<file path="config.mk">
export PLATFORM = sky130hd
export DESIGN_NAME = flc_cfg
export DESIGN_NICKNAME = d
export VERILOG_FILES = /design/src/sv/flc_pkg.sv /design/src/sv/flc_cfg.sv
export SDC_FILE = /design/constraint.sdc
export NUM_CORES = 1
export LEC_CHECK = 0
export BUFFER_PORTS_ARGS = -buffer_cell sky130_fd_sc_hd__buf_2
export CAP_MARGIN = 15
export CORE_ASPECT_RATIO = 1.1
export CORE_UTILIZATION = 53
export DETAILED_ROUTE_END_ITERATION = 7
export PLACE_DENSITY = 0.86
export SLEW_MARGIN = 30
export SYNTH_ARGS = -nofsm -noshare
export SYNTH_HDL_FRONTEND = slang
export SYNTH_SLANG_ARGS = --single-unit
</file>
<file path="constraint.sdc">
create_clock -name clk_i -period 3.2 [get_ports clk_i]
set_input_delay 0.32 -clock clk_i [delete_from_list [all_inputs] [get_ports clk_i]]
set_output_delay 0.32 -clock clk_i [all_outputs]
set_load 0.02 [all_outputs]
</file>
<file path="src/sv/flc_pkg.sv">
// shared types, constants and widths for the framed cover layout block
`default_nettype none
package flc_pkg;

  localparam int DimBits  = 14;
  localparam int FracBits = 4;
  localparam int PosBits  = DimBits + FracBits;
  localparam int NumBits  = 2 * DimBits + FracBits;
  localparam int RemBits  = DimBits + 1;
  localparam int ProdBits = 2 * DimBits;
  localparam int ScaleBits = 7;
  localparam int CmpBits  = DimBits + ScaleBits;
  localparam int PadBits  = 5;
  localparam int NumRegs  = 6;
  localparam int RegIdxBits = 3;
  localparam int AddrBits = 5;
  localparam int DataBits = 32;

  localparam logic [ScaleBits-1:0] ScaleUnit  = ScaleBits'(100);
  localparam logic [ScaleBits-1:0] ScaleLand  = ScaleBits'(115);
  localparam logic [ScaleBits-1:0] ScalePort  = ScaleBits'(87);

  localparam logic [PadBits-1:0] PadSquare    = PadBits'(30);
  localparam logic [PadBits-1:0] PadPortrait  = PadBits'(10);
  localparam logic [PadBits-1:0] PadLandscape = PadBits'(15);

  localparam logic [PosBits:0] HalfPix = (PosBits+1)'((1 << FracBits) >> 1);

  typedef enum logic [RegIdxBits-1:0] {
    RegSqW   = 3'd0,
    RegSqH   = 3'd1,
    RegPortW = 3'd2,
    RegPortH = 3'd3,
    RegLandW = 3'd4,
    RegLandH = 3'd5
  } reg_idx_e;

  typedef enum logic [1:0] {
    OrSquare    = 2'd0,
    OrPortrait  = 2'd1,
    OrLandscape = 2'd2,
    OrNone      = 2'd3
  } orient_e;

  typedef struct packed {
    logic [DimBits-1:0] art_width;
    logic [DimBits-1:0] art_height;
  } req_t;

  typedef struct packed {
    logic [DimBits-1:0] box_width;
    logic [DimBits-1:0] box_height;
    logic [1:0]         orientation;
    logic               frame_drawn;
    logic [PosBits-1:0] frame_x;
    logic [PosBits-1:0] frame_y;
    logic [PosBits-1:0] frame_w;
    logic [PosBits-1:0] frame_h;
    logic [PosBits-1:0] art_x;
    logic [PosBits-1:0] art_y;
    logic [PosBits-1:0] art_w;
    logic [PosBits-1:0] art_h;
  } res_t;

  typedef struct packed {
    logic [DimBits-1:0] sq_w;
    logic [DimBits-1:0] sq_h;
    logic [DimBits-1:0] port_w;
    logic [DimBits-1:0] port_h;
    logic [DimBits-1:0] land_w;
    logic [DimBits-1:0] land_h;
  } cfg_t;

  typedef struct packed {
    logic [PosBits-1:0] x;
    logic [PosBits-1:0] y;
    logic [PosBits-1:0] w;
    logic [PosBits-1:0] h;
  } rect_t;

  typedef struct packed {
    logic [DimBits-1:0] box_w;
    logic [DimBits-1:0] box_h;
    orient_e            orient;
    logic               framed;
    logic [PadBits-1:0] pad;
    logic [DimBits-1:0] aw;
    logic [DimBits-1:0] ah;
    rect_t              frame;
    logic [PosBits-1:0] area_x;
    logic [PosBits-1:0] area_y;
  } ctx_t;

  typedef struct packed {
    logic [DimBits-1:0] bw;
    logic [DimBits-1:0] bh;
    logic [DimBits-1:0] tw;
    logic [DimBits-1:0] th;
    ctx_t               ctx;
  } fit_in_t;

  typedef struct packed {
    ctx_t               ctx;
    logic [DimBits-1:0] bw;
    logic [DimBits-1:0] bh;
    logic               hcase;
    logic               degen;
  } fit_side_t;

endpackage
`default_nettype wire

</file>
<file path="src/sv/flc_cfg.sv">
// border size registers behind the apb-style configuration port
`default_nettype none
module flc_cfg import flc_pkg::*; (
  input  wire logic                clk_i,
  input  wire logic                rst_ni,
  input  wire logic                psel,
  input  wire logic                penable,
  input  wire logic                pwrite,
  input  wire logic [AddrBits-1:0] paddr,
  input  wire logic [DataBits-1:0] pwdata,
  output logic      [DataBits-1:0] prdata,
  output logic                     pready,
  output cfg_t                     cfg_o
);

  cfg_t cfg_q, cfg_d;
  logic wr;
  logic [DimBits-1:0] wval;
  logic [DimBits-1:0] rval;
  reg_idx_e idx;

  assign wr    = psel && penable && pwrite;
  assign wval  = pwdata[DimBits-1:0];
  assign idx   = reg_idx_e'(paddr[AddrBits-1:2]);
  assign pready = 1'b1;
  assign cfg_o = cfg_q;

  always_comb begin
    cfg_d = cfg_q;
    rval  = '0;
    unique case (idx)
      RegSqW:   begin rval = cfg_q.sq_w;   if (wr) cfg_d.sq_w   = wval; end
      RegSqH:   begin rval = cfg_q.sq_h;   if (wr) cfg_d.sq_h   = wval; end
      RegPortW: begin rval = cfg_q.port_w; if (wr) cfg_d.port_w = wval; end
      RegPortH: begin rval = cfg_q.port_h; if (wr) cfg_d.port_h = wval; end
      RegLandW: begin rval = cfg_q.land_w; if (wr) cfg_d.land_w = wval; end
      RegLandH: begin rval = cfg_q.land_h; if (wr) cfg_d.land_h = wval; end
      default:  rval = '0;
    endcase
  end

  assign prdata = DataBits'(rval);

  always_ff @(posedge clk_i or negedge rst_ni) begin
    if (!rst_ni) begin
      cfg_q <= '0;
    end else begin
      cfg_q <= cfg_d;
    end
  end

endmodule
`default_nettype wire

</file>
# Word level (Yosys, flattened, before mapping)
# Cells that the tools add are included.
# word_totals
register_bits,84
input_bits,42
out_inout_bits,117
word_cells,21
# classes
eq_ne,5
mux,1
reduce_logical,9
# op_table
op,count
$pmux 14 s6,1
$reduce_and 2->1,6
$eq 3x2->1 const B,2
$eq 3x3->1 const B,2
$eq 3x1->1 const B,1
$logic_not 3->1,1
$logic_and 1x1->1,2

# Longest topological paths before layout
# Gate-level depths: netlist of run 1.
# logic_depth
ltp_word,3
depth_mapped,6
mapped_depth_nobuf,3

# Least setup slack after synthesis of run 1
# No wires, ideal clock.
# synth_path
path_type,input to output
from,in paddr[3]
to,out prdata[13]
arrival_time_ps,1566
slack_ps,1314
stages,5
path_buffers,3
path_cell_list,buf_2 -> buf_2 -> buf_2 -> mux2i_1 -> o21ai_0
# synth_via
elab_chain_cells,2
word_cells_on_any_way,7
# synth_rtl
item,line,source
"start, declared",flc_cfg.sv:9,"input wire logic [AddrBits-1:0] paddr,"
"$eq 3x3->1, or another cell as far along",flc_cfg.sv:31,unique case (idx)
$pmux 14 s6 (*),flc_cfg.sv:31,
"end, declared",flc_cfg.sv:11,"output logic [DataBits-1:0] prdata,"
# Every way passes the cells marked *; elsewhere a longest branch is shown, timed or not.

# Worst setup path in the final report of run 1
# layout_path
from,in paddr[4]
to,out prdata[8]
# Same word-level chain as after synthesis.

==> flow_metrics.py, run 1 <==
metrics = {
    "outcome": {
        "status": "completed",
    },
    "worst_setup_path": {
        "critPathMaxStageDelay_ns": 0.53,
        "crit_arrival_ns": 2.06,
        "crit_top_cell": "buf_2",
        "cp_max_fo": 30,
        "required_ns": 2.88,
        "startpoint_type": "input port",
        "critPathCaptureType": "output port",
        "cpLargestDelayFamily": "buffers and inverters",
        "cpMaxStageDelayCell": "clkinv_1",
        "path_class": "input port to output port",
        "worst-path-buf-inv": 3,
        "crit_path_cell_trace": "buf_2 > clkinv_1 > a221oi_1 > a31oi_1 > buf_2",
    },
    "synthesis": {
        "ys_dominant_reg_cell": "dfrtp_1",
        "synth-simple-area-share": 0.04366,
        "synth_edf_count": 0,
        "synth_area_leaders": "dfrtp_1 51%, mux2_2 24%, mux2i_1 5.1%, buf_4 4.2%, mux2_4 3.6%",
        "yosys.area.top_type_share": 0.5094,
        "synth.cells.most_frequent": "87 x mux2_2, 84 x dfrtp_1, 23 x buf_4",
        "synth_cell_type_count": 29,
        "synth.area.mux_share": 0.3247,
        "yosysMostFrequentCell": "mux2_2",
        "ys_warn_count": 0,
        "syn_avg_cell_area_um2": 13.49,
        "synthCells": 306,
        "synth_compound_area_frac": 0.05913,
        "synth_top_family_by_area": "multiplexers",
        "ys_seq_elements": 84,
        "synth-adder-area-share": 0,
        "synthXorXnorAreaFrac": 0,
        "ys_seq_area_frac": 0.5094,
        "synth.largest_area_cell": "dfrtp_1",
        "async_flop_share": 1.000,
        "syn_area_um2": 4126,
    },
    "drt": {
        "ant_nets": 0,
        "via_count": 2929,
        "drt-initial-drc-count": 105,
        "drc": 0,
        "first_pass_iters": 4,
        "wire_per_inst_um": 18.00,
        "viasPerCell": 5.495,
        "drt_wl_total_um": 9592,
    },
    "global_routing": {
        "grt_pass1_vias": 2888,
        "antenna_found_initial": 0,
        "grt_max_degree": 85,
        "track_usage": 0.2481,
        "grt_overflow_total": 0,
        "grt_pass1_wl_um": 15280,
    },
    "finish": {
        "drive_gt1_frac": 0.5724,
        "area_delta_synth_final_pct": 19.62,
        "instances_no_fill": 533,
        "utilization": 0.6568,
        "fillers": 588,
        "nNetsFinal": 466,
        "diodes": 0,
        "largest_reg_flops": 84,
    },
    "sta": {
        "fin_worst_skew_ns": 0,
        "fin_crit_sh": 0.7438,
        "fmax_mhz": 420.1,
        "fin_tns_setup_ns": 0,
        "rsz0062_at_grt": "no",
        "hold_viol": 0,
        "period_minus_slack_ns": 2.380,
        "worst_pin_slew_ns": 0.9457,
        "setup_viol": 0,
        "maxSlewViolCount": 0,
        "relSlewSlack": 0.3695,
    },
    "clock_tree": {
        "cts_hold_buf": 0,
        "clock_path_buffers": 2,
        "cts_tree": "done",
        "cts.sinks": 84,
        "clk_latency_ns": 0.33,
        "clkSlewWorstSetupHoldPaths_ns": 0.08,
        "cts_resized": 0,
        "cts_buffers": 9,
        "h-tree-depth": 3,
        "post-cts-setup-buffers": 0,
        "cts-root-buf": "clkbuf_8",
    },
    "floorplan": {
        "die_area_um2": 8143,
        "initial_core_util": 0.5491,
        "rows": 33,
        "die_x_um": 86.13,
        "pin_count": 159,
        "die_h_um": 94.55,
        "fp.coreArea_um2": 7515,
    },
    "pwr": {
        "power_mw": 3.172,
        "comb_power_share": 0.316,
        "switching_share": 0.3484,
        "p_int_mw": 2.067,
        "clock_power_share": 0.234,
        "ir_worst_vdd_mv": 0.3861,
        "p_leak_nw": 2.534,
        "p_seq_frac": 0.451,
        "power.switching_mw": 1.105,
        "powerDensity_nw_per_um2": 642.6,
    },
    "place": {
        "gp_congestion": 0.7514,
        "numPortBuffers": 119,
        "dp.final_hpwl_um": 6592,
        "placed_cells": 518,
    },
    "worst_hold_path": {
        "hp-class": "input port to asynchronous set/reset pin",
    },
    "job": {
        "drv_cap": 0,
    },
}
power groups by stage:
stage | clock network [mW] | registers (mW) | logic, mW
4_1_cts | 0.753 | 1.43 | 1.01
3_5_place_dp | 0 | 1.45 | 1.01
2_1_floorplan | 0 | 1.68 | 0.418
6_report | 0.741 | 1.43 | 1.00
3_3_place_gp | 0 | 1.43 | 0.986
5_1_grt | 0.801 | 1.46 | 1.07
layout by cell type, fill, tap and decap left out, drive strengths merged:
| cell | instances |
|---|---|
| clkinv | 2 |
| o32a | 4 |
| clkbuf | 11 |
| a311o | 2 |
| a31oi | 3 |
| o21ai | 9 |
| nand4 | 1 |
| a21oi | 10 |
| nand2b | 2 |
| nor2 | 3 |
| a211o | 5 |
| buf | 128 |
| clkinvlp | 2 |
| nor2b | 1 |
| bufinv | 1 |
| nand4b | 1 |
| nor3b | 7 |
| dfrtp | 84 |
| mux2 | 97 |
| mux2i | 21 |
| nor3 | 4 |
| conb | 19 |
| or3 | 1 |
| a221oi | 3 |
| nand2 | 7 |
routing by layer:
layer,track usage,part of all wire,vias to the layer above
met5,0,0,-
met4,0.09444,0.012,0
met3,0.05332,0.063,12
met2,0.3849,0.48,117
met1,0.3427,0.44,1488
li1,-,-,1312
logic make-up after synthesis:
kind of cell	after synthesis
mux	118
simple gates	27
flops	84
other cells	2
compound gates	36
buf+inv	39
layout make-up:
type                       instances  area, um^2  area share
clock buffer                      11       141.4     0.02864
clock inverter                     4       50.05     0.01014
inverter                           1       3.754   0.0007605
multi-input combinational        200        1838      0.3724
sequential                        84        2102      0.4259
tap                              105       131.4     0.02662
timing repair buffer             128       669.4      0.1356
per-stage QoR:
step	cell area, um^2	hold WS (ns)	setup slack (ns)
4_1_cts	4936	0.05135	0.8512
6_report	4936	0.02621	0.8197
3_3_place_gp	4741	0.5029	0.8560
2_1_floorplan	4190	0.02441	1.314
5_1_grt	4936	0.09413	0.7463
3_5_place_dp	4745	0.4245	0.8131
worst paths after layout:
kind | slack (ns) | cells after the start | end | start
worst max-delay path | 0.82 | 5 | prdata[8] | paddr[4]
worst min register to register | 0.53 | 1 | cfg_o[33] | cfg_o[33]
max in group asynchronous | 2.67 | 1 | cfg_o[60] | rst_ni
worst max register to register | 2.40 | 1 | cfg_o[65] | cfg_o[65]
min in group clk_i | 0.29 | 2 | cfg_o[17] | pwdata[3]
worst min-delay path | 0.03 | 1 | cfg_o[15] | rst_ni
(Power assumes the default switching activity.)
==> run 2, diff against run 1 <==
--- a/config.mk
+++ b/config.mk
@@ -8,9 +8,9 @@
 export BUFFER_PORTS_ARGS = -buffer_cell sky130_fd_sc_hd__buf_2
 export CAP_MARGIN = 15
 export CORE_ASPECT_RATIO = 1.1
-export CORE_UTILIZATION = 53
+export CORE_UTILIZATION = 44
 export DETAILED_ROUTE_END_ITERATION = 7
-export PLACE_DENSITY = 0.86
+export PLACE_DENSITY = 0.76
 export SLEW_MARGIN = 30
 export SYNTH_ARGS = -nofsm -noshare
 export SYNTH_HDL_FRONTEND = slang
==> constraint.sdc (replaced) <==
create_clock -name clk_i -period 2.1 [get_ports clk_i]
set_input_delay 0.21 -clock clk_i [delete_from_list [all_inputs] [get_ports clk_i]]
set_output_delay 0.21 -clock clk_i [all_outputs]
set_load 0.02 [all_outputs]
==> flow_metrics.py, run 2 (synthesis results as in run 1) <==
metrics = {
    "place": {
        "dp.final_hpwl_um": 7027,
        "gp_congestion": 0.7980,
        "numPortBuffers": 119,
    },
    "sta": {
        "fin_worst_skew_ns": 0,
        "rsz0062_at_grt": "no",
        "relSlewSlack": 0.6242,
        "fmax_mhz": 558.1,
        "fin_crit_sh": 0.8532,
        "setup_viol": 0,
        "maxSlewViolCount": 0,
        "hold_viol": 0,
        "worst_pin_slew_ns": 0.5637,
        "fin_tns_setup_ns": 0,
        "period_minus_slack_ns": 1.792,
    },
    "global_routing": {
        "antenna_found_initial": 0,
        "grt_pass1_vias": 2842,
        "track_usage": 0.2118,
        "grt_overflow_total": 0,
        "grt_max_degree": 43,
        "grt_pass1_wl_um": 15590,
    },
    "worst_setup_path": {
        "startpoint_type": "input port",
        "critPathMaxStageDelay_ns": 0.51,
        "cpLargestDelayFamily": "simple AND/OR/NAND/NOR gates",
        "r2r_cells": 1,
        "critPathCaptureType": "output port",
        "worst-path-buf-inv": 2,
        "crit_path_cell_trace": "buf_2 > nor2b_1 > a221oi_1 > a31oi_1 > buf_2",
        "r2r_end": "cfg_o[48]",
        "cpMaxStageDelayCell": "nor2b_1",
        "reg2reg_from": "cfg_o[48]",
        "crit_top_cell": "buf_2",
        "required_ns": 1.89,
        "path_class": "input port to output port",
        "cp_max_fo": 15,
        "crit_arrival_ns": 1.58,
        "r2r_slack_ns": 1.30,
    },
    "floorplan": {
        "rows": 36,
        "die_x_um": 94.34,
        "fp.coreArea_um2": 8964,
        "pin_count": 159,
        "die_h_um": 103.6,
        "initial_core_util": 0.4604,
        "die_area_um2": 9770,
    },
    "clock_tree": {
        "cts_tree": "done",
        "cts_resized": 0,
        "cts_hold_buf": 1,
        "clkSlewWorstSetupHoldPaths_ns": 0.09,
        "cts.sinks": 84,
        "clock_path_buffers": 2,
        "h-tree-depth": 3,
        "clk_latency_ns": 0.34,
        "cts-root-buf": "clkbuf_8",
        "cts_buffers": 9,
        "post-cts-setup-buffers": 0,
    },
    "drt": {
        "drt-initial-drc-count": 90,
        "via_count": 2919,
        "drc": 0,
        "ant_nets": 0,
        "highest_layer": "met4",
        "wire_per_inst_um": 17.87,
        "first_pass_iters": 4,
        "drt_wl_total_um": 9919,
        "met2_length_um": 4724,
        "m1WireLength_um": 4335,
        "viasPerCell": 5.259,
        "wl_met3_um": 761,
    },
    "finish": {
        "drive_gt1_frac": 0.5828,
        "nNetsFinal": 478,
        "largest_reg_flops": 84,
        "diodes": 0,
        "area_delta_synth_final_pct": 22.65,
        "multiInputGateArea_um2": 1851,
        "mostFrequentLayoutCells": "118 x buf_2, 87 x mux2_2, 84 x dfrtp_1",
        "fillers": 791,
        "layout_commonest_cell": "buf_2",
        "seqCellArea_um2": 2102,
    },
    "pwr": {
        "ir_worst_vdd_mv": 0.4443,
        "p_leak_nw": 2.601,
        "powerDensity_nw_per_um2": 934.1,
        "power_mw": 4.727,
    },
    "worst_hold_path": {
        "hp-start": "pwdata[1]",
        "whs_path_depth": 2,
        "min_to": "cfg_o[57]",
        "hp-class": "input port to flop",
    },
    "job": {
        "drv_cap": 0,
    },
    "outcome": {
        "status": "completed",
    },
}
==> run 2: changes by cell type in the layout (fill, tap and decap cells not counted), sizes merged <==
| cell | delta |
|---|---|
| buf | +11 |
| inv | +1 |
| clkinv | +2 |
| dlygate4sd3 | +1 |
| clkbuf | -1 |
| bufinv | -1 |
==> run 2: area by class of cell <==
type	instances	share of cell area
Sequential cell	84	0.4153
Multi-Input combinational cell	200	0.3656
Timing Repair Buffer	140	0.1572
Tap cell	114	0.02818
Clock buffer	10	0.02522
Clock inverter	6	0.007664
Inverter	1	0.0007417
==> run 2: worst max-delay path by stage <==
| stage | start | end | cells after the start |
|---|---|---|---|
| CTS | cfg_o[28] | prdata[0] | 3 |
| detailed placement | paddr[4] | cfg_o[16] | 5 |
| global route | paddr[4] | prdata[5] | 5 |
| global placement | paddr[2] | prdata[3] | 6 |
| floorplan | paddr[3] | prdata[13] | 5 |
| finish | paddr[4] | prdata[10] | 5 |
==> run 2: per-layer routing <==
| metal | track usage | vias up |
|---|---|---|
| met5 | 0 | - |
| met4 | 0.05275 | 0 |
| met3 | 0.06094 | 9 |
| met2 | 0.3328 | 113 |
| met1 | 0.2863 | 1459 |
| li1 | - | 1338 |
==> run 2: per-stage QoR <==
step | hold WS (ns) | worst slack [ns] | std cells | util | area (um^2)
finish | 0.1546 | 0.3082 | 555 | 0.5646 | 5061
global route | 0.1354 | 0.2466 | 555 | 0.5646 | 5061
CTS | 0.1391 | 0.3336 | 555 | 0.5646 | 5061
detailed placement | 0.2409 | 0.3401 | 538 | 0.5449 | 4885
global placement | 0.2327 | 0.3948 | 538 | 0.5449 | 4885
floorplan | -0.08559 | 0.4340 | 323 | - | 4190
==> run 2: where the power goes <==
| part | internal (mW) | leakage [nW] | switching (mW) |
|---|---|---|---|
| combinational | 0.657 | 1.44 | 0.887 |
| sequential | 1.93 | 1.07 | 0.246 |
| clock | 0.428 | 0.0824 | 0.575 |
